`src/rtl/dgd_pkg.sv`:
```
// Shared types and constants for the detection grid decoder.
// No dependencies; every other file of the block but dgd_if imports this package.
`timescale 1ns / 1ps
`default_nettype none
package dgd_pkg;

  localparam int GRID_STRIDE     = 16;
  localparam int MAX_CLASSES_DEF = 256;
  localparam int GRID_MAX        = 256;
  localparam int QUEUE_DEPTH     = 2;

  // configuration register indexes
  localparam logic [1:0] REG_NET_WIDTH  = 2'd0;
  localparam logic [1:0] REG_NET_HEIGHT = 2'd1;
  localparam logic [1:0] REG_THRESHOLD  = 2'd2;
  localparam logic [1:0] REG_NUM_CLASS  = 2'd3;

  localparam logic [12:0] NET_WIDTH_RST  = 13'd352;
  localparam logic [12:0] NET_HEIGHT_RST = 13'd352;
  localparam logic [15:0] THRESHOLD_RST  = 16'd32768;
  localparam logic [8:0]  NUM_CLASS_RST  = 9'd80;

  // one finished cell handed from the front to the back
  typedef struct packed {
    logic [15:0]        best;
    logic [7:0]         label;
    logic [15:0]        obj;
    logic signed [15:0] x_raw;
    logic signed [15:0] y_raw;
    logic signed [15:0] w_raw;
    logic signed [15:0] h_raw;
    logic [7:0]         col;
    logic [7:0]         row;
    logic [8:0]         gx;
    logic [8:0]         gy;
  } cell_t;

endpackage
`default_nettype wire

```
`src/rtl/dgd_queue.sv`:
```
// Short register queue of finished cells between front and back.
// Depends on dgd_pkg.
`timescale 1ns / 1ps
`default_nettype none
module dgd_queue (
  input  wire logic          clk,
  input  wire logic          rst,
  input  wire logic          push,
  input  dgd_pkg::cell_t     push_data,
  output logic               push_ready,
  input  wire logic          pop,
  output logic               pop_valid,
  output dgd_pkg::cell_t     pop_data
);
  import dgd_pkg::*;

  localparam int PW = (QUEUE_DEPTH > 1) ? $clog2(QUEUE_DEPTH) : 1;
  localparam int CW = $clog2(QUEUE_DEPTH + 1);

  cell_t           slots [QUEUE_DEPTH];
  logic [PW-1:0]   wr_ptr;
  logic [PW-1:0]   rd_ptr;
  logic [CW-1:0]   count;
  logic            do_push;
  logic            do_pop;

  assign push_ready = count != CW'(QUEUE_DEPTH);
  assign pop_valid  = count != '0;
  assign pop_data   = slots[rd_ptr];
  assign do_push    = push && push_ready;
  assign do_pop     = pop && pop_valid;

  always_ff @(posedge clk) begin
    if (do_push) slots[wr_ptr] <= push_data;
  end

  always_ff @(posedge clk) begin
    if (rst) begin
      wr_ptr <= '0;
      rd_ptr <= '0;
      count  <= '0;
    end else begin
      if (do_push) wr_ptr <= (wr_ptr == PW'(QUEUE_DEPTH - 1)) ? '0 : wr_ptr + PW'(1);
      if (do_pop)  rd_ptr <= (rd_ptr == PW'(QUEUE_DEPTH - 1)) ? '0 : rd_ptr + PW'(1);
      if (do_push && !do_pop) count <= count + CW'(1);
      else if (do_pop && !do_push) count <= count - CW'(1);
    end
  end

endmodule
`default_nettype wire

```
`config.mk`:
```
export PLATFORM = sky130hd
export DESIGN_NAME = dgd_queue
export DESIGN_NICKNAME = d
export VERILOG_FILES = /design/src/rtl/dgd_pkg.sv /design/src/rtl/dgd_queue.sv
export SDC_FILE = /design/constraint.sdc
export NUM_CORES = 1
export LEC_CHECK = 0
export ABC_AREA = 1
export BUFFER_PORTS_ARGS = -buffer_cell sky130_fd_sc_hd__buf_2
export CAP_MARGIN = 15
export CORE_AREA = 5 5 163 165
export CTS_CLUSTER_SIZE = 10
export DETAILED_ROUTE_END_ITERATION = 8
export DIE_AREA = 0 0 168 170
export PLACE_DENSITY = 0.73
export REMOVE_ABC_BUFFERS = 1
export SYNTH_ARGS = -nofsm -noshare
export SYNTH_HDL_FRONTEND = slang
export SYNTH_SLANG_ARGS = --single-unit
```
`constraint.sdc`:
```
create_clock -name clk -period 15.6 [get_ports clk]
set_input_delay 2.34 -clock clk [delete_from_list [all_inputs] [get_ports clk]]
set_output_delay 2.34 -clock clk [all_outputs]
set_load 0.005 [all_outputs]
```
==> results of run 1 <==
through the flow:
| stage | setup slack [ns] | power (mW) | hold slack, ns | util |
|---|---|---|---|---|
| 2_1_floorplan | 6.802 | 1.252 | 0.4645 | - |
| 3_3_place_gp | 10.76 | 1.395 | 0.4789 | 0.4803 |
| 3_5_place_dp | 10.81 | 1.403 | 0.4841 | 0.4803 |
| 4_1_cts | 10.27 | 2.096 | 0.4965 | 0.5191 |
| 5_1_grt | 10.17 | 2.166 | 0.5384 | 0.5194 |
| 6_report | 10.34 | 2.060 | 0.5052 | 0.5195 |
kinds of logic after synthesis:
kind of cell | count (synthesis)
DFF | 281
AOI/OAI and AO/OA | 4
adders and majority gates | 1
buffers and inverters | 23
muxes | 138
and+or+nand+nor | 19
final cells by class:
class / count / area, sq um / area share
Sequential cell: 281 / 8392 / 0.6490
Multi-Input combinational cell: 162 / 1678 / 0.1298
Timing Repair Buffer: 286 / 1444 / 0.1117
Clock buffer: 44 / 952.2 / 0.07364
Tap cell: 330 / 412.9 / 0.03193
Inverter: 8 / 30.03 / 0.002322
Clock inverter: 2 / 11.26 / 0.0008709
Antenna cell: 4 / 10.01 / 0.0007741
final timing paths:
check,cells past startpoint,to
max reg2reg,5,slots[0][53]
max,3,pop_data[53]
min reg2reg,2,flop
min,2,flop
worst min-delay path, delay by kind of cell (launching register included):
kind / cells / cell delay, ns
AND/OR/NAND/NOR: 1 / 0.08
AO/OA/AOI/OAI: 1 / 0.05
flip-flops: 1 / 0.33
where the power goes:
group / leakage, nW / switching [mW] / internal (mW)
clock: 0.466 / 0.261 / 0.421
sequential: 2.62 / 0.0384 / 0.958
combinational: 1.73 / 0.191 / 0.191
flip-flops by register name, summed over array words and instances (netlist names), named ones only:
| signal | flops |
|---|---|
| rd_ptr | 1 |
| wr_ptr | 1 |
| count | 2 |
| slots | 276 |
layer usage:
metal	global-route usage	wire [microns]	vias up
li1	-	-	2453
met5	0	27	-
met3	0.04623	1626	40
met4	0.04305	439	4
met1	0.1650	7820	2566
met2	0.2310	10050	185
cells in the final DEF, fill, tap and decap left out, types with 5 or more instances in the layout:
cell	Yosys	routed
nand2_1	9	9
inv_1	8	8
buf_2	1	281
nor2_1	7	5
clkbuf_16	0	37
mux2_2	138	138
edfxtp_1	276	276
buf_4	0	5
clkbuf_1	0	7
==> summary.md, run 1 <==
| Metric | Value |
|---|---|
| GP Congestion | between 0.7 and 0.8 |
| Setup_tns | 0 ns |
| CP arrival | 2.92 ns |
| Rel. slew slack | 0.3121 |
| Routed wire length | ~20 mm |
| Dpl cells | 1067 |
| CTS tree | built |
| Antenna violations before repair | 5 |
| I/O pins | roughly 280 |
| Chip Width | roughly 170 microns |
| Fin area | 12930 sq um |
| Family with the most delay on the worst path | buffers and inverters |
| Worst Tran Pin Value | just over 1 ns |
| Worst path bufs/invs | 2 |
| Critical R2R Launch | count[0] |
| Min Tclk post-route | 5.259 ns |
| EDFF count, synth | about 280 |
| P per Cell Area | 159.4 nW/um^2 |
| Crit-path max FO | 77 |
| Total number of vias | 5248 |
| Sequential share of the synthesized area | 0.8189 |
| Final Slew Violations | 0 |
| Grt ovf | 0 |
| Slowest CP cell | dfxtp_4 |
| Fillcell total | 2054 |
| CTS Root Cell | clkbuf_16 |
| Area growth, synth to finish | 26.22% |
| VDD IR max | 0.0001002 V |
| Port bufs | 281 |
| Setup bufs post-CTS | 0 |
| First-pass GRT wire length | just over 30 mm |
| Mapped cell area | 10240 sq um |
| Core region area | ~25000 sq um |
| Drt wl/cell | roughly 18 microns |
| Worst Hold Launch | rd_ptr |
| Largest family of logic cells by synthesized area | multiplexers |
| Rows | 58 |
| Die height | 170 microns |
| DIE AREA | 28560 sq um |
| Total Nets Final | 916 |
| Top post-synthesis cells by area | edfxtp_1 81%, mux2_2 15%, buf_6 1.5% |
| Synthesized area per cell | 21.98 sq um |
| Skew final | 0.01443 ns |
| Max stage delay on crit path | 0.87 ns |
| Final hold violation count | 0 |
| Drt pass-1 iters | 4 |
| Final period util | 0.3371 |
| R2R setup slack | 13.59 ns |
| Vias per cell | 4.698 |
| Clock sinks | between 200 and 300 |
| Post-cts sizing count | 0 |
| Worst Path Required | around 13 ns |
| Setup CP Type | reg -> out |
| Hpwl dp | 13.31 mm |
| #FFs+latches synth | ~280 |
| Post-synth cell types | 13 |
| Crit-path cells | buf_4, mux2_2, buf_2 |
| Final Setup Violations | 0 |
| # DRC | 0 |
| Most frequent cell after synthesis | edfxtp_1 |
| Mux cell area share after synthesis | 0.1517 |
| Initial Util | 0.4115 |
| Ys Warns | 0 |
| Simple-Gate Fraction of Synth Area | 0.007451 |
| Detailed Route Iter0 Violations | about 270 |
| Compound-Gate Fraction of Synth Area | 0.001954 |
| Top cells by count, synth | 276 x edfxtp_1, 138 x mux2_2, 14 x buf_6 |
| CP Capture Type | output port |
| Max cap viols | 0 |
| Final ANT Viol Nets | 0 |
| Top_reg_cell synth | edfxtp_1 |
| Hold_buf cts | 0 |
| Clock Tree Buf Depth | 3 |
| H-tree depth | 2 |
| Global Route Usage Sum | 0.1359 |
| Number of global-route vias before repair | roughly 5700 |
| Max Freq | 190.1 MHz |
| Pin count of the biggest net entering global routing | 78 |
| CTS clock-pin slew for the worst setup and hold paths | about 0.050 ns |
| Layout cells sized above 1 | 0.5939 |
| Setup crit start kind | flop |
| Clk Latency, worst-skew pair | 0.49 ns |
| Gate Count Post-Synth | ~470 |
| Hold WC Path Type | reg -> reg |
| Xor-xnor portion of the synthesized cell area | 0 |
| CTS buffer count | 34 |
| Cell taking the most area after synthesis | edfxtp_1 |
| Post-synthesis adder-cell area fraction | 0.001221 |
| RSZ-0062 raised after global routing | false |
| Share of flip-flops with an asynchronous set or reset | 0 |
| Status | finished clean |
| DP Area | 11960 sq um |
| Leakage power | 4.809 nW |
| Area share of the largest cell type after synthesis | 0.8091 |
| Count of non-filler cells in the finished layout | 1117 |
No activity file was read; power rests on OpenSTA's default activity.
==> run 2: changes to the inputs <==
Clock period 15.6 ns to 5.24 ns, I/O delays scaled along.
==> summary.md, run 2 (synthesized netlist as in run 1, its figures left out) <==
| Metric | Value |
|---|---|
| GR Util met3 | 0.04460 |
| Final hold violation count | 0 |
| # DRC | 0 |
| Area growth, synth to finish | 26.55% |
| Post-place setup slack | 2.454 ns |
| Hold_buf cts | 0 |
| CTS Root Cell | clkbuf_16 |
| Post-cts sizing count | 0 |
| Critical R2R Launch | count[0] |
| Met1 Resource Use GR | 0.1575 |
| Final period util | 0.6148 |
| Initial Util | 0.4115 |
| DIE AREA | 28560 sq um |
| Total number of vias | 5287 |
| Total Nets Final | 916 |
| Skew final | 0.01076 ns |
| Fillcell total | 2045 |
| Slowest CP cell | dfxtp_4 |
| Setup bufs post-CTS | 0 |
| Fin area | 12960 sq um |
| Chip Width | 168 microns |
| CP arrival | 2.44 ns |
| Layout Utilization | 0.5208 |
| Crit-path max FO | 70 |
| Pin count of the biggest net entering global routing | between 70 and 80 |
| Status | finished clean |
| M2 GR Usage | 0.2390 |
| Grt ovf | 0 |
| Hpwl dp | 13.22 mm |
| Number of global-route vias before repair | 5673 |
| Clock sinks | 281 |
| Setup crit start kind | flop |
| Setup CP Type | reg -> out |
| DP Area | ~12000 sq um |
| Max Freq | 310.4 MHz |
| VDD IR max | 0.0002875 V |
| Hold WC Path Type | in -> reg |
| Worst Path Required | 4.45 ns |
| GP Congestion | 0.7558 |
| Setup_tns | 0 ns |
| Max cap viols | 0 |
| CTS buffer count | 34 |
| Worst Hold Launch | push_data[20] |
| RSZ-0062 raised after global routing | false |
| CTS clock-pin slew for the worst setup and hold paths | 0.05 ns |
| Antenna violations before repair | 1 |
| I/O pins | 282 |
| Final ANT Viol Nets | 0 |
| Largest reg by FF count | slots |
| First-pass GRT wire length | 30.71 mm |
| Worst Tran Pin Value | about 1.0 ns |
| Top flop regs | slots x276, count x2 |
| Routed wire length | around 20 mm |
| Final Slew Violations | 0 |
| Most frequent cells in the layout | 281 x buf_2, 276 x edfxtp_1, 138 x mux2_2 |
| Rel. slew slack | 0.3036 |
| Port bufs | 281 |
| Detailed Route Iter0 Violations | around 280 |
| Layout cells sized above 1 | 0.5931 |
| Drt pass-1 iters | 5 |
| Clk Latency, worst-skew pair | between 0.4 and 0.5 ns |
| Max stage delay on crit path | approximately 0.93 ns |
| P per Cell Area | 478.5 nW/um^2 |
| Dpl cells | 1067 |
| Min Tclk post-route | 3.221 ns |
| CTS tree | built |
| Max reg flops | 276 |
| Rows | 58 |
| CP Capture Type | output port |
| Clock Tree Buf Depth | 3 |
| Core region area | between 20000 and 25000 sq um |
| Setup WS post-layout | 2.019 ns |
| Count of non-filler cells in the finished layout | 1116 |
| Drt wl/cell | 17.99 microns |
| Die height | between 150 and 200 microns |
| Crit-path cells | buf_12, mux2_2, buf_2 |
| Vias per cell | 4.737 |
| Global Route Usage Sum | 0.1345 |
| Final Setup Violations | 0 |
| WHS | 0.4854 ns |
| Layer with the highest usage | met2 |
| Leakage power | a little under 5 nW |
| Most common cell after layout, fill and taps aside | buf_2 |
| H-tree depth | 2 |
| Power Total | approximately 6.2 mW |
[run 2: cell types whose count changed in the layout (fill, tap and decap cells not counted)]
cell	before	now
buf_12	0	1
buf_4	5	4
bufinv_16	0	1
clkbuf_1	7	8
clkinvlp_4	1	0
diode_2	4	2
[run 2: path summary, 6_finish.rpt]
| check | end | slack (ns) | cells after the start |
|---|---|---|---|
| setup reg to reg | slots[0][51] | 3.18 | 5 |
| setup / recovery | pop_data[6] | 2.02 | 3 |
| hold / removal | slots[0][20] | 0.49 | 1 |
| hold reg to reg | rd_ptr | 0.51 | 2 |
[run 2: per-layer routing]
layer | vias to the layer above | part of all wire
met2 | 212 | 0.53
li1 | 2443 | -
met3 | 29 | 0.081
met4 | 0 | 0.017
met1 | 2603 | 0.37
met5 | - | 0
[run 2: cell type report]
cell class	count	area (sq um)	share of cell area
flip-flops and latches	281	8392	0.6473
multi-input cells	162	1678	0.1294
repair buffers	286	1456	0.1123
clock buffers	45	955.9	0.07374
well taps	330	412.9	0.03185
clock inverters	2	33.78	0.002606
inverters	8	30.03	0.002316
diodes	2	5.005	0.0003861
[run 2: where the power goes]
part           internal [mW]  switching, mW
combinational          0.574          0.567
sequential              2.85          0.122
clock                   1.31          0.785
total                   4.73           1.47
[run 2: critical path, delay by kind of cell (launching register included)]
family	cells	cell delay [ns]
flops	1	0.93
mux	1	0.40
buf+inv	2	0.54
