<file path="config.mk">
export PLATFORM = sky130hd
export DESIGN_NAME = dgd_front_flat
export DESIGN_NICKNAME = d
export VERILOG_FILES = /design/src/rtl/dgd_pkg.sv /design/src/rtl/dgd_if.sv /design/src/rtl/dgd_front.sv /design/src/flat_wrapper.sv
export SDC_FILE = /design/constraint.sdc
export NUM_CORES = 1
export LEC_CHECK = 0
export BUFFER_PORTS_ARGS = -buffer_cell sky130_fd_sc_hd__buf_2
export CAP_MARGIN = 20
export CORE_AREA = 4 4 104 106
export DETAILED_ROUTE_END_ITERATION = 8
export DIE_AREA = 0 0 108 110
export GPL_ROUTABILITY_DRIVEN = 0
export MAX_ROUTING_LAYER = met4
export PLACE_DENSITY = 0.93
export SLEW_MARGIN = 20
export SYNTH_ARGS = -nofsm -noshare
export SYNTH_HDL_FRONTEND = slang
export SYNTH_SLANG_ARGS = --single-unit
</file>
<file path="constraint.sdc">
create_clock -name clk -period 9.6 [get_ports clk]
set_input_delay 0.96 -clock clk [delete_from_list [all_inputs] [get_ports clk]]
set_output_delay 0.96 -clock clk [all_outputs]
set_load 0.05 [all_outputs]
</file>
<file path="src/rtl/dgd_pkg.sv">
// Shared types and constants for the detection grid decoder.
// No dependencies; every other file of the block but dgd_if imports this package.
`timescale 1ns / 1ps
`default_nettype none
package dgd_pkg;

  localparam int GRID_STRIDE     = 16;
  localparam int MAX_CLASSES_DEF = 256;
  localparam int GRID_MAX        = 256;
  localparam int QUEUE_DEPTH     = 2;

  // configuration register indexes
  localparam logic [1:0] REG_NET_WIDTH  = 2'd0;
  localparam logic [1:0] REG_NET_HEIGHT = 2'd1;
  localparam logic [1:0] REG_THRESHOLD  = 2'd2;
  localparam logic [1:0] REG_NUM_CLASS  = 2'd3;

  localparam logic [12:0] NET_WIDTH_RST  = 13'd352;
  localparam logic [12:0] NET_HEIGHT_RST = 13'd352;
  localparam logic [15:0] THRESHOLD_RST  = 16'd32768;
  localparam logic [8:0]  NUM_CLASS_RST  = 9'd80;

  // one finished cell handed from the front to the back
  typedef struct packed {
    logic [15:0]        best;
    logic [7:0]         label;
    logic [15:0]        obj;
    logic signed [15:0] x_raw;
    logic signed [15:0] y_raw;
    logic signed [15:0] w_raw;
    logic signed [15:0] h_raw;
    logic [7:0]         col;
    logic [7:0]         row;
    logic [8:0]         gx;
    logic [8:0]         gy;
  } cell_t;

endpackage
`default_nettype wire

</file>
<file path="src/rtl/dgd_if.sv">
// Valid/ready channel interfaces for the detection grid decoder.
// No dependencies.
`timescale 1ns / 1ps
`default_nettype none
interface dgd_in_if;
  logic               valid;
  logic               ready;
  logic [15:0]        class_score;
  logic [15:0]        objectness;
  logic signed [15:0] x_raw;
  logic signed [15:0] y_raw;
  logic signed [15:0] w_raw;
  logic signed [15:0] h_raw;
  modport source (output valid, class_score, objectness, x_raw, y_raw, w_raw, h_raw,
                  input ready);
  modport sink (input valid, class_score, objectness, x_raw, y_raw, w_raw, h_raw,
                output ready);
endinterface

`default_nettype wire

</file>
<file path="src/rtl/dgd_front.sv">
// Front end: running argmax over class items and cell position counters.
// Depends on dgd_pkg and dgd_if.
`timescale 1ns / 1ps
`default_nettype none
module dgd_front #(
  parameter int MAX_CLASSES = dgd_pkg::MAX_CLASSES_DEF
) (
  input  wire logic          clk,
  input  wire logic          rst,
  dgd_in_if.sink             in_chan,
  input  wire logic [12:0]   net_width,
  input  wire logic [12:0]   net_height,
  input  wire logic [8:0]    num_classes,
  input  wire logic          push_ready,
  output logic               push,
  output dgd_pkg::cell_t     push_data
);
  import dgd_pkg::*;

  localparam logic [8:0] MAX_N = 9'(MAX_CLASSES);

  logic [15:0] best_score;
  logic [7:0]  best_class;
  logic [7:0]  class_counter;
  logic [7:0]  cell_column;
  logic [7:0]  cell_row;

  logic [8:0]  n_eff;
  logic        is_last;
  logic        accept;
  logic [15:0] cur_best;
  logic [7:0]  cur_cls;
  logic [8:0]  gx;
  logic [8:0]  gy;
  logic [8:0]  gx_raw;
  logic [8:0]  gy_raw;
  logic [8:0]  col_inc;
  logic [8:0]  row_inc;

  always_comb begin
    if (num_classes == 9'd0) n_eff = 9'd1;
    else if (num_classes > MAX_N) n_eff = MAX_N;
    else n_eff = num_classes;
  end

  assign gx_raw = net_width[12:4];
  assign gy_raw = net_height[12:4];
  assign gx = (gx_raw == 9'd0) ? 9'd1 : (gx_raw > 9'(GRID_MAX)) ? 9'(GRID_MAX) : gx_raw;
  assign gy = (gy_raw == 9'd0) ? 9'd1 : (gy_raw > 9'(GRID_MAX)) ? 9'(GRID_MAX) : gy_raw;

  assign is_last = ({1'b0, class_counter} + 9'd1) >= n_eff;
  // stall only an item that closes a cell while the queue is full
  assign in_chan.ready = push_ready || !is_last;
  assign accept = in_chan.valid && in_chan.ready;
  assign push = accept && is_last;

  always_comb begin
    cur_best = (class_counter == 8'd0) ? 16'd0 : best_score;
    cur_cls  = (class_counter == 8'd0) ? 8'd0 : best_class;
    if (in_chan.class_score > cur_best) begin
      cur_best = in_chan.class_score;
      cur_cls  = class_counter;
    end
  end

  assign col_inc = {1'b0, cell_column} + 9'd1;
  assign row_inc = {1'b0, cell_row} + 9'd1;

  always_comb begin
    push_data.best  = cur_best;
    push_data.label = cur_cls;
    push_data.obj   = in_chan.objectness;
    push_data.x_raw = in_chan.x_raw;
    push_data.y_raw = in_chan.y_raw;
    push_data.w_raw = in_chan.w_raw;
    push_data.h_raw = in_chan.h_raw;
    push_data.col   = cell_column;
    push_data.row   = cell_row;
    push_data.gx    = gx;
    push_data.gy    = gy;
  end

  always_ff @(posedge clk) begin
    if (rst) begin
      best_score    <= '0;
      best_class    <= '0;
      class_counter <= '0;
      cell_column   <= '0;
      cell_row      <= '0;
    end else if (accept) begin
      best_score <= cur_best;
      best_class <= cur_cls;
      if (!is_last) begin
        class_counter <= class_counter + 8'd1;
      end else begin
        class_counter <= '0;
        if (col_inc >= gx) begin
          cell_column <= '0;
          cell_row    <= (row_inc >= gy) ? 8'd0 : row_inc[7:0];
        end else begin
          cell_column <= col_inc[7:0];
        end
      end
    end
  end

endmodule
`default_nettype wire

</file>
<file path="src/flat_wrapper.sv">
// flat-port wrapper written by rule: the top's interface ports become plain ports
module dgd_front_flat import dgd_pkg::*;
#(
  parameter int MAX_CLASSES = dgd_pkg::MAX_CLASSES_DEF
)
  (clk, rst, net_width, net_height, num_classes, push_ready, push, push_data, in_chan_valid, in_chan_class_score, in_chan_objectness, in_chan_x_raw, in_chan_y_raw, in_chan_w_raw, in_chan_h_raw, in_chan_ready);
  dgd_in_if in_chan_i ();
  input  wire logic clk;
  input  wire logic rst;
  input  wire logic [12:0] net_width;
  input  wire logic [12:0] net_height;
  input  wire logic [8:0] num_classes;
  input  wire logic push_ready;
  output logic push;
  output dgd_pkg::cell_t push_data;
  input wire logic [$bits(in_chan_i.valid)-1:0] in_chan_valid;
  input wire logic [$bits(in_chan_i.class_score)-1:0] in_chan_class_score;
  input wire logic [$bits(in_chan_i.objectness)-1:0] in_chan_objectness;
  input wire logic [$bits(in_chan_i.x_raw)-1:0] in_chan_x_raw;
  input wire logic [$bits(in_chan_i.y_raw)-1:0] in_chan_y_raw;
  input wire logic [$bits(in_chan_i.w_raw)-1:0] in_chan_w_raw;
  input wire logic [$bits(in_chan_i.h_raw)-1:0] in_chan_h_raw;
  output wire logic [$bits(in_chan_i.ready)-1:0] in_chan_ready;
  assign in_chan_i.valid = in_chan_valid;
  assign in_chan_i.class_score = in_chan_class_score;
  assign in_chan_i.objectness = in_chan_objectness;
  assign in_chan_i.x_raw = in_chan_x_raw;
  assign in_chan_i.y_raw = in_chan_y_raw;
  assign in_chan_i.w_raw = in_chan_w_raw;
  assign in_chan_i.h_raw = in_chan_h_raw;
  assign in_chan_ready = in_chan_i.ready;
  dgd_front #(.MAX_CLASSES(MAX_CLASSES)) u_core (.clk(clk), .rst(rst), .in_chan(in_chan_i), .net_width(net_width), .net_height(net_height), .num_classes(num_classes), .push_ready(push_ready), .push(push), .push_data(push_data));
endmodule
</file>
==> run metrics, run 1 <==
Layout Nets=793; fin crit period=just over 6 ns; Slowest cell on crit path=and2_1; Worst Reg-to-Reg Cells=13; leading area contributor after synthesis=dfxtp_1; port bufs=106; leakage=between 2 and 2.5 nW; Crit path buffers/inverters=2; YS warnings=0; post-synthesis xor/xnor area fraction=0.03167; Setup crit end=push_data[122]; number of synthesized flops with an enable pin=0; critical path class=register to primary output; clock slew at reported path FFs=0.09 ns; vias per inst=roughly 5.4; Async SR Flop Fraction=0; #FFs+latches synth=48; # DRC=0; DRT iter0 DRCs=roughly 260; Final HPWL DP=approximately 8 mm; initial core utilization=0.4528; hold_ws=approximately 0.46 ns; crit end category=primary output; Post-CTS Hold Fix Bufs=0; unrepaired setup endpoints after global routing=no; Post-Synth Adder-Cell Area=0.1329; post-CTS sizing=0; Layout area overhead=2.742%; CTS tree=done; clk_lat worst skew=between 0.3 and 0.4 ns; Post-CTS Setup Inserts=0; largest net degree at the start of global routing=53; Reg2Reg Launch Point=u_core.class_counter[0]$_SDFFE_PP0N_; Max stage delay on crit path=between 0.7 and 0.8 ns; max-slew violations=0; GRT Util Overall=0.1829; reg-to-reg endpoint=u_core.best_score[5]$_SDFFE_PP0N_; Setup crit start kind=register; setup TNS=0 ns; ANT cells=0; final worst slack=3.448 ns; H-tree levels=2; Critical Path Start=u_core.class_counter[0]$_SDFFE_PP0N_; layout cells sized above 1=0.2042; DR WL/cell=roughly 15 um; most numerous cell in the Yosys netlist=buf_4; Post-Synthesis Cells=599; Die Y=~110 um; Synth Area in Simple Gates=0.1956; max_cap viols=0; syn_area_per_cell=approximately 7.4 um2; Top Layer Used=met4; placed cells=between 700 and 800; pwr dens=around 110 mW/mm2; first-pass GRT wire length=between 15 and 20 mm; post-synthesis mux area share=0.004806; CP Cell Sequence=inv_1 -> ha_1 -> nor4b_1 -> nand2_1 -> nand2_1 -> ha_1 -> nor2b_1 -> o211ai_1 -> a2111oi_0 -> nand3b_2 -> and2_1 -> mux2_2 -> buf_2; Worst Path Max Fanout=25; post-synth top area share=0.2171; I/O pin total=approximately 280; die width=about 110 um; WP depth=13; final hold vios=0; flop-to-flop setup slack=4.89 ns; DP Worst Slack=3.680 ns; Setup Skew=a little under 0.01 ns; routed wire length=10.82 mm; Peak Freq=between 150 and 200 MHz; complex-gate fraction of the synthesized area=0.1948; Final Cycle Share=0.6409; Final Non-Filler Cells=745; combinational family with the most area after synthesis=buffers and inverters; drt pass-1 iters=5; vias=4,059; Rows=36; routed wl met3=941 um; GRT overflow=0; Metal-1 WL=between 4 and 5 mm; part of the Yosys area used for sequential elements=0.2171; Slew headroom=0.3148; Post-Syn Area=between 0.004 and 0.005 mm2; CTS root buffer=clkbuf_8; initial antenna violation count=0; library cells used by synthesis=slightly above 50; Worst Hold Class=register to register; synthesized net count=781; Clock Sinks=between 40 and 50; status=completed; cts bufs inserted=5; Worst VDD drop=between 0.06 and 0.07 mV; metal2 WL=approximately 5.0 mm; die area=0.01188 mm2; Area contributors post-synth=dfxtp_1 22%, buf_4 14%, ha_1 13%; worst slew pin tran=1.028 ns; Post-synth top cells=80 x buf_4, 72 x inv_1, 68 x nand2_1; Main synth FF type=dfxtp_1; CTS max path bufs=2; Req. time, crit path=8.64 ns; Core Box Area=roughly 0.0098 mm2; vias in the first global route=3,795; Data arrival, critical path=just over 5 ns; antenna-violating nets left=0; # setup viols final=0; cell family with most CP delay=simple AND/OR/NAND/NOR gates
-- cells in the final DEF (no fill, tap or decap), types with 4 or more instances in the layout --
cell type and count:
xnor2_1 9, and2_1 4, nand2_1 68, o21ai_0 43, dfxtp_1 48, nand3b_1 5, nand3_1 39, a21oi_1 36
clkbuf_8 5, nor3_1 9, nor4_1 4, nand4_1 6, a21o_1 4, inv_1 72, nor2_1 15, o32ai_1 28
buf_2 106, xor2_1 7, and3_1 7, ha_1 47
-- area by class of cell --
class / instances / area (um2)
fillers: 997 / 5228
multi-input cells: 373 / 2477
flip-flops and latches: 48 / 960.9
repair buffers: 108 / 553.0
inverters: 75 / 281.5
well taps: 133 / 166.4
clock buffers: 6 / 72.57
clock inverters: 2 / 35.03
-- flip-flops by register name (all words and copies together) (netlist names) --
name,cells
u_core.best_class,8
u_core.best_score,16
u_core.cell_row,8
u_core.cell_column,8
u_core.class_counter,8
-- report_power, final --
group | total [W] | leakage, nW | switching [W] | internal, W
Clock | 0.000149 | 0.0552 | 0.0000719 | 0.0000775
Combinational | 0.000143 | 1.70 | 0.000103 | 0.0000396
Sequential | 0.000208 | 0.389 | 0.00000332 | 0.000205
Total | 0.000500 | 2.15 | 0.000178 | 0.000322
-- worst reg2reg max path, cell delays in order (launching register included) --
cell and delay [ns]:
dfxtp_1 0.36, inv_1 0.16, ha_1 0.17, nor4b_1 0.42, nand2_1 0.69, nand2_1 0.30
ha_1 0.17, nor2b_1 0.14, o211ai_1 0.09, a2111oi_0 0.51, nand3b_2 0.55, nand4_1 0.49
buf_8 0.32, o32ai_1 0.25
-- metrics by stage --
step                cell area (um2)    util  total power, W
floorplan                      4425       -       0.0004051
global placement               4424  0.4526       0.0003504
detailed placement             4424  0.4526       0.0003533
CTS                            4532  0.4636       0.0005018
global route                   4547  0.4652       0.0005268
finish                         4547  0.4652       0.0005000
-- per-layer routing --
metal / vias up / global-route usage
met1: 1848 / 0.2096
met3: 33 / 0.06057
met5: - / -
li1: 2019 / -
met2: 159 / 0.3015
met4: 0 / 0.06402
-- kinds of logic (layout without fill, tap and decap cells) --
family / Yosys count / count (layout)
XOR/XNOR: 16 / 16
multiplexers: 2 / 2
flip-flops: 48 / 48
AO/OA/AOI/OAI: 132 / 132
adder cells (fa/ha/maj): 47 / 47
AND/OR/NAND/NOR: 176 / 176
buffers and inverters: 178 / 191
-- how the worst min path moves through the flow --
stage | from | to | slack [ns] | depth (start not counted)
2_1_floorplan | u_core.best_class[0]$_SDFFE_PP0N_ | u_core.best_class[0]$_SDFFE_PP0N_ | 0.43 | 2
5_1_grt | u_core.best_score[13]$_SDFFE_PP0N_ | u_core.best_score[13]$_SDFFE_PP0N_ | 0.48 | 2
6_report | u_core.best_score[2]$_SDFFE_PP0N_ | u_core.best_score[2]$_SDFFE_PP0N_ | 0.46 | 2
3_5_place_dp | u_core.best_class[2]$_SDFFE_PP0N_ | u_core.best_class[2]$_SDFFE_PP0N_ | 0.45 | 2
3_3_place_gp | u_core.best_score[13]$_SDFFE_PP0N_ | u_core.best_score[13]$_SDFFE_PP0N_ | 0.44 | 2
4_1_cts | u_core.best_class[0]$_SDFFE_PP0N_ | u_core.best_class[0]$_SDFFE_PP0N_ | 0.46 | 2
Note: power is estimated with default switching activity, not from simulation.
==> inputs of run 2 (changes only) <==
- CORE_AREA: 4 4 104 106 -> unset
- CORE_MARGIN: unset -> 4
- CORE_UTILIZATION: unset -> 44
- DIE_AREA: 0 0 108 110 -> unset
- PLACE_DENSITY: 0.93 -> 0.92
- clock period: 9.6 -> 6.3 ns (I/O delays scaled with it)
==> run 2 against run 1 <==
Non-clock buffer count rose by 3. Register-to-register slack got worse by 3.0 ns. Cell count rose by 0.40%. Routed wire length fell by 1.2%. Sequential power rose by 52%. Via count fell by 1.5%. Worst setup slack got worse by 2.5 ns. Critical endpoint unchanged. Largest cell class unchanged. Highest routed layer unchanged.
==> run metrics, run 2 (synthesis results as in run 1) <==
reg-to-reg endpoint=u_core.best_class[7]$_SDFFE_PP0N_; Sw Ratio=0.3218; die area=between 0.01 and 0.015 mm2; vias in the first global route=between 3,000 and 4,000; layout cells sized above 1=0.2098; fin crit period=~5.3 ns; clock slew at reported path FFs=about 0.09 ns; ANT cells=0; max-slew violations=0; Post-CTS Hold Fix Bufs=0; Data arrival, critical path=between 4 and 5 ns; Core Box Area=0.009774 mm2; register area=960.9 um2; GRT Util Overall=0.1837; initial core utilization=0.4528; sequential share of power=0.376; Clk pwr share=0.365; Endpoint, Worst Hold=u_core.best_score[2]$_SDFFE_PP0N_; CTS tree=done; unrepaired setup endpoints after global routing=no; Die Y=approximately 110 um; largest net degree at the start of global routing=53; DRT iter0 DRCs=307; vias per inst=about 5.3; Filler Cells Inserted=between 900 and 1,000; status=completed; crit end category=primary output; CP Cell Sequence=inv_1 -> ha_1 -> nor4b_1 -> nand2_1 -> nand2_1 -> ha_1 -> nor2b_1 -> o211ai_1 -> a2111oi_0 -> nand3b_2 -> and2_0 -> buf_4 -> mux2_2 -> buf_2; Post-CTS Setup Inserts=0; Slew headroom=0.3298; Reg2Reg Launch Point=u_core.class_counter[0]$_SDFFE_PP0N_; CTS root buffer=clkbuf_8; worst slew pin tran=a little over 1 ns; CTS max path bufs=2; Worst VDD drop=0.1198 mV; max_cap viols=0; Peak Freq=187.6 MHz; drt pass-1 iters=5; GRT overflow=0; leakage=roughly 2.2 nW; setup TNS=0 ns; cts bufs inserted=5; initial antenna violation count=0; Crit path buffers/inverters=3; clk_lat worst skew=~0.31 ns; critical path class=register to primary output; hold_ws=between 0.4 and 0.5 ns; Layout area overhead=4.241%; hold path cells=2; leading cell type in the layout, fill and taps excluded=buf_2; H-tree levels=2; DR WL/cell=14.28 um; cell family with most CP delay=simple AND/OR/NAND/NOR gates; Rows=36; Worst Hold Class=register to register; Layout Nets=between 700 and 800; Int Pwr=between 0.0005 and 0.0006 W; port bufs=between 100 and 150; Worst Reg-to-Reg Cells=14; pwr dens=between 150 and 200 mW/mm2; die width=108.3 um; # setup viols final=0; first-pass GRT wire length=17.26 mm; Final Cycle Share=0.8460; final hold vios=0; Setup crit start kind=register; commonest non-fill, non-tap cells in the layout=106 x buf_2, 72 x inv_1, 68 x nand2_1; Slowest cell on crit path=nand2_1; flop-to-flop setup slack=between 1.5 and 2 ns; Max stage delay on crit path=0.63 ns; number of flip-flops in the largest register=16; vias=roughly 4,000; # DRC=0; Worst Path Max Fanout=25; Req. time, crit path=5.67 ns; Reg with most FFs=u_core.best_score; area of the multi-input gates=roughly 0.0025 mm2; Final HPWL DP=8.279 mm; worst hold path startpoint=u_core.best_score[2]$_SDFFE_PP0N_; Setup Skew=roughly 0.017 ns; post-CTS sizing=0; Comb pwr share=0.259; routed wire length=roughly 11 mm; Clock Sinks=48; I/O pin total=275; Net Switching=~0.00027 W; antenna-violating nets left=0
## run 2: through the flow
step | total power [W] | instance area, um2 | worst slack, ns | instances | utilization
2_1_floorplan | 0.0006174 | 4425 | 1.695 | 599 | -
3_3_place_gp | 0.0005375 | 4454 | 1.443 | 740 | 0.4557
3_5_place_dp | 0.0005415 | 4454 | 1.318 | 740 | 0.4557
4_1_cts | 0.0008481 | 4613 | 0.9937 | 748 | 0.4720
5_1_grt | 0.0008848 | 4613 | 0.5956 | 748 | 0.4720
6_report | 0.0008426 | 4613 | 0.9703 | 748 | 0.4720
## run 2: cell type report
type | instances | area share
flip-flops and latches | 48 | 0.2083
multi-input cells | 373 | 0.5370
repair buffers | 111 | 0.1231
clock inverters | 3 | 0.01953
well taps | 133 | 0.03607
inverters | 75 | 0.06103
clock buffers | 5 | 0.01492
## run 2: tightest hold or removal path, cell delays in order, from the launching register on
cell,delay [ns]
dfxtp_1,0.32
inv_1,0.05
o32ai_1,0.05
## run 2: worst max-delay path by stage
stage                     cells after the start             end  slack [ns]                            startpoint
after CTS                                    14  push_data[122]        0.99  u_core.class_counter[0]$_SDFFE_PP0N_
after detailed placement                     14  push_data[122]        1.32  u_core.class_counter[0]$_SDFFE_PP0N_
after global placement                       14  push_data[122]        1.44  u_core.class_counter[0]$_SDFFE_PP0N_
after floorplan                              13  push_data[114]        1.70  u_core.class_counter[0]$_SDFFE_PP0N_
after global routing                         14  push_data[122]        0.60  u_core.class_counter[0]$_SDFFE_PP0N_
final                                        14  push_data[122]        0.97  u_core.class_counter[0]$_SDFFE_PP0N_
## run 2: power by group through the flow
| stage | clock, W | sequential, W | combinational (W) |
|---|---|---|---|
| after floorplan | 0 | 0.000323 | 0.000294 |
| after global placement | 0 | 0.000323 | 0.000214 |
| after detailed placement | 0 | 0.000324 | 0.000218 |
| after CTS | 0.000313 | 0.000317 | 0.000219 |
| after global routing | 0.000326 | 0.000318 | 0.000241 |
| final | 0.000308 | 0.000317 | 0.000218 |
## run 2: per-layer routing
layer	vias to the layer above	track usage	share of wire
li1	2019	-	-
met1	1793	0.2143	0.44
met2	168	0.3117	0.47
met3	18	0.05194	0.084
met4	0	0.04689	0.0097
met5	-	-	0
==> inputs of run 3 (changes only) <==
- clock period: 6.3 -> 5.1 ns (I/O delays scaled with it)
==> run 3 against run 2 <==
Final area is 0.73% lower. Register-to-register slack got worse by 0.84 ns. Cell count increased by 0.13%. Die area stayed put. Clock power is 8.8% lower. Routed wire length rose by 1.5%. Critical path depth is the same. Combinational power grew 25%. Critical path type unchanged.
==> run metrics, run 3 (synthesis results as in run 1) <==
ANT cells=0; Worst Reg-to-Reg Cells=15; antenna-violating nets left=0; Setup crit start kind=register; most frequent CP cell=buf_4; Core Box Area=0.009774 mm2; fin crit period=about 4.7 ns; pwr dens=a little over 200 mW/mm2; Clk pwr share=0.297; cts bufs inserted=5; clk_lat worst skew=0.30 ns; unrepaired setup endpoints after global routing=no; DR WL/cell=approximately 14 um; vias per inst=5.383; GRT Util Overall=0.1868; Max stage delay on crit path=0.52 ns; Slowest cell on crit path=or4_1; vias in the first global route=3,813; Reg with most FFs=u_core.best_score; Clock Sinks=48; Layout Nets=797; leakage=2.165 nW; CTS max path bufs=2; layout cells sized above 1=0.2127; placed cells=741; crit end category=primary output; CTS root buffer=clkbuf_8; largest net degree at the start of global routing=53; hold path cells=2; CP Cell Sequence=inv_1 -> ha_1 -> nor4b_2 -> nand2_1 -> buf_4 -> nand2_1 -> ha_1 -> nand4_1 -> or4_1 -> buf_4 -> and2_0 -> buf_4 -> o21ai_0 -> buf_2; status=completed; drt pass-1 iters=4; Req. time, crit path=4.59 ns; Filler Cells Inserted=around 990; first-pass GRT wire length=about 18 mm; Sw Ratio=0.3559; setup TNS=0 ns; max-slew violations=0; Final Cycle Share=0.9269; I/O pin total=between 200 and 300; Data arrival, critical path=between 4 and 5 ns; Comb pwr share=0.288; Layout area overhead=3.477%; Worst VDD drop=about 0.16 mV; H-tree levels=2; Area after DPL=0.004462 mm2; die area=0.01173 mm2; Die Y=~110 um; worst slew pin tran=1.023 ns; leading cell type in the layout, fill and taps excluded=buf_2; vias=between 4,000 and 5,000; die width=approximately 110 um; Int Pwr=~0.00061 W; Net Switching=between 0.0003 and 0.0004 W; # setup viols final=0; Worst Path Max Fanout=26; Post-CTS Hold Fix Bufs=0; critical path class=register to primary output; initial antenna violation count=0; DRT iter0 DRCs=roughly 190; CTS tree=done; Slew headroom=0.3177; Final Non-Filler Cells=between 700 and 800; sequential share of power=0.415; Setup Skew=roughly 0.010 ns; final hold vios=0; # DRC=0; port bufs=106; clock slew at reported path FFs=~0.09 ns; max_cap viols=0; Worst Hold Class=register to register; routed wire length=roughly 11 mm; Post-CTS Setup Inserts=0; number of flip-flops in the largest register=16; Peak Freq=211.6 MHz; Rows=36; post-route design area=about 0.0046 mm2; commonest non-fill, non-tap cells in the layout=106 x buf_2, 72 x inv_1, 68 x nand2_1; Core Util, Final=0.4685; Design Power=0.0009436 W; GRT overflow=0; initial core utilization=0.4528; Final HPWL DP=8.393 mm
run 3: cell types whose count changed in the layout (fill, tap and decap cells not counted), sizes merged:
cell | previous run | this run
bufinv | 3 | 1
buf | 111 | 112
clkinv | 3 | 4
clkinvlp | 0 | 1
run 3: layer usage:
metal	global-route usage	share of wire	vias up
met5	-	0	-
met4	0.05410	0.011	0
met3	0.05254	0.11	22
met2	0.3055	0.46	203
met1	0.2250	0.42	1782
li1	-	-	2025
run 3: cell type report:
type / instances / area, um2 / area share
Clock inverter: 3 / 42.54 / 0.009290
Inverter: 75 / 281.5 / 0.06148
Timing Repair Buffer: 112 / 575.6 / 0.1257
Multi-Input combinational cell: 373 / 2484 / 0.5423
Clock buffer: 5 / 68.82 / 0.01503
Sequential cell: 48 / 960.9 / 0.2098
Tap cell: 133 / 166.4 / 0.03634
run 3: worst paths after layout:
check                                             from                                 end  slack [ns]
setup / recovery  u_core.class_counter[0]$_SDFFE_PP0N_                      push_data[137]        0.37
hold reg to reg      u_core.best_score[1]$_SDFFE_PP0N_   u_core.best_score[1]$_SDFFE_PP0N_        0.46
hold / removal       u_core.best_score[1]$_SDFFE_PP0N_   u_core.best_score[1]$_SDFFE_PP0N_        0.46
setup reg to reg  u_core.class_counter[0]$_SDFFE_PP0N_  u_core.best_score[13]$_SDFFE_PP0N_        1.03
run 3: repair_timing:
item,CTS,global route
gates resized for setup,0,1
endpoints found under the hold margin,0,0
endpoints found under the setup margin,0,1
run 3: power by group through the flow:
stage / clock network, W / registers (W) / logic, W
3_5_place_dp: 0 / 0.000400 / 0.000271
2_1_floorplan: 0 / 0.000399 / 0.000364
6_report: 0.000281 / 0.000391 / 0.000272
4_1_cts: 0.000286 / 0.000391 / 0.000272
3_3_place_gp: 0 / 0.000400 / 0.000265
5_1_grt: 0.000297 / 0.000393 / 0.000300
run 3: worst max-delay path: cells and delay by family, from the launching register on:
family	cells	cell delay [ns]
AOI/OAI and AO/OA	1	0.21
DFF	1	0.42
buffers and inverters	5	1.23
and+or+nand+nor	6	1.50
adders and majority gates	2	0.53
run 3: per-stage QoR:
step	worst slack, ns	hold slack, ns
detailed placement	0.6340	0.4474
finish	0.3730	0.4632
global route	0.04290	0.4893
global placement	0.7054	0.4436
floorplan	0.6151	0.4342
CTS	0.2906	0.4625
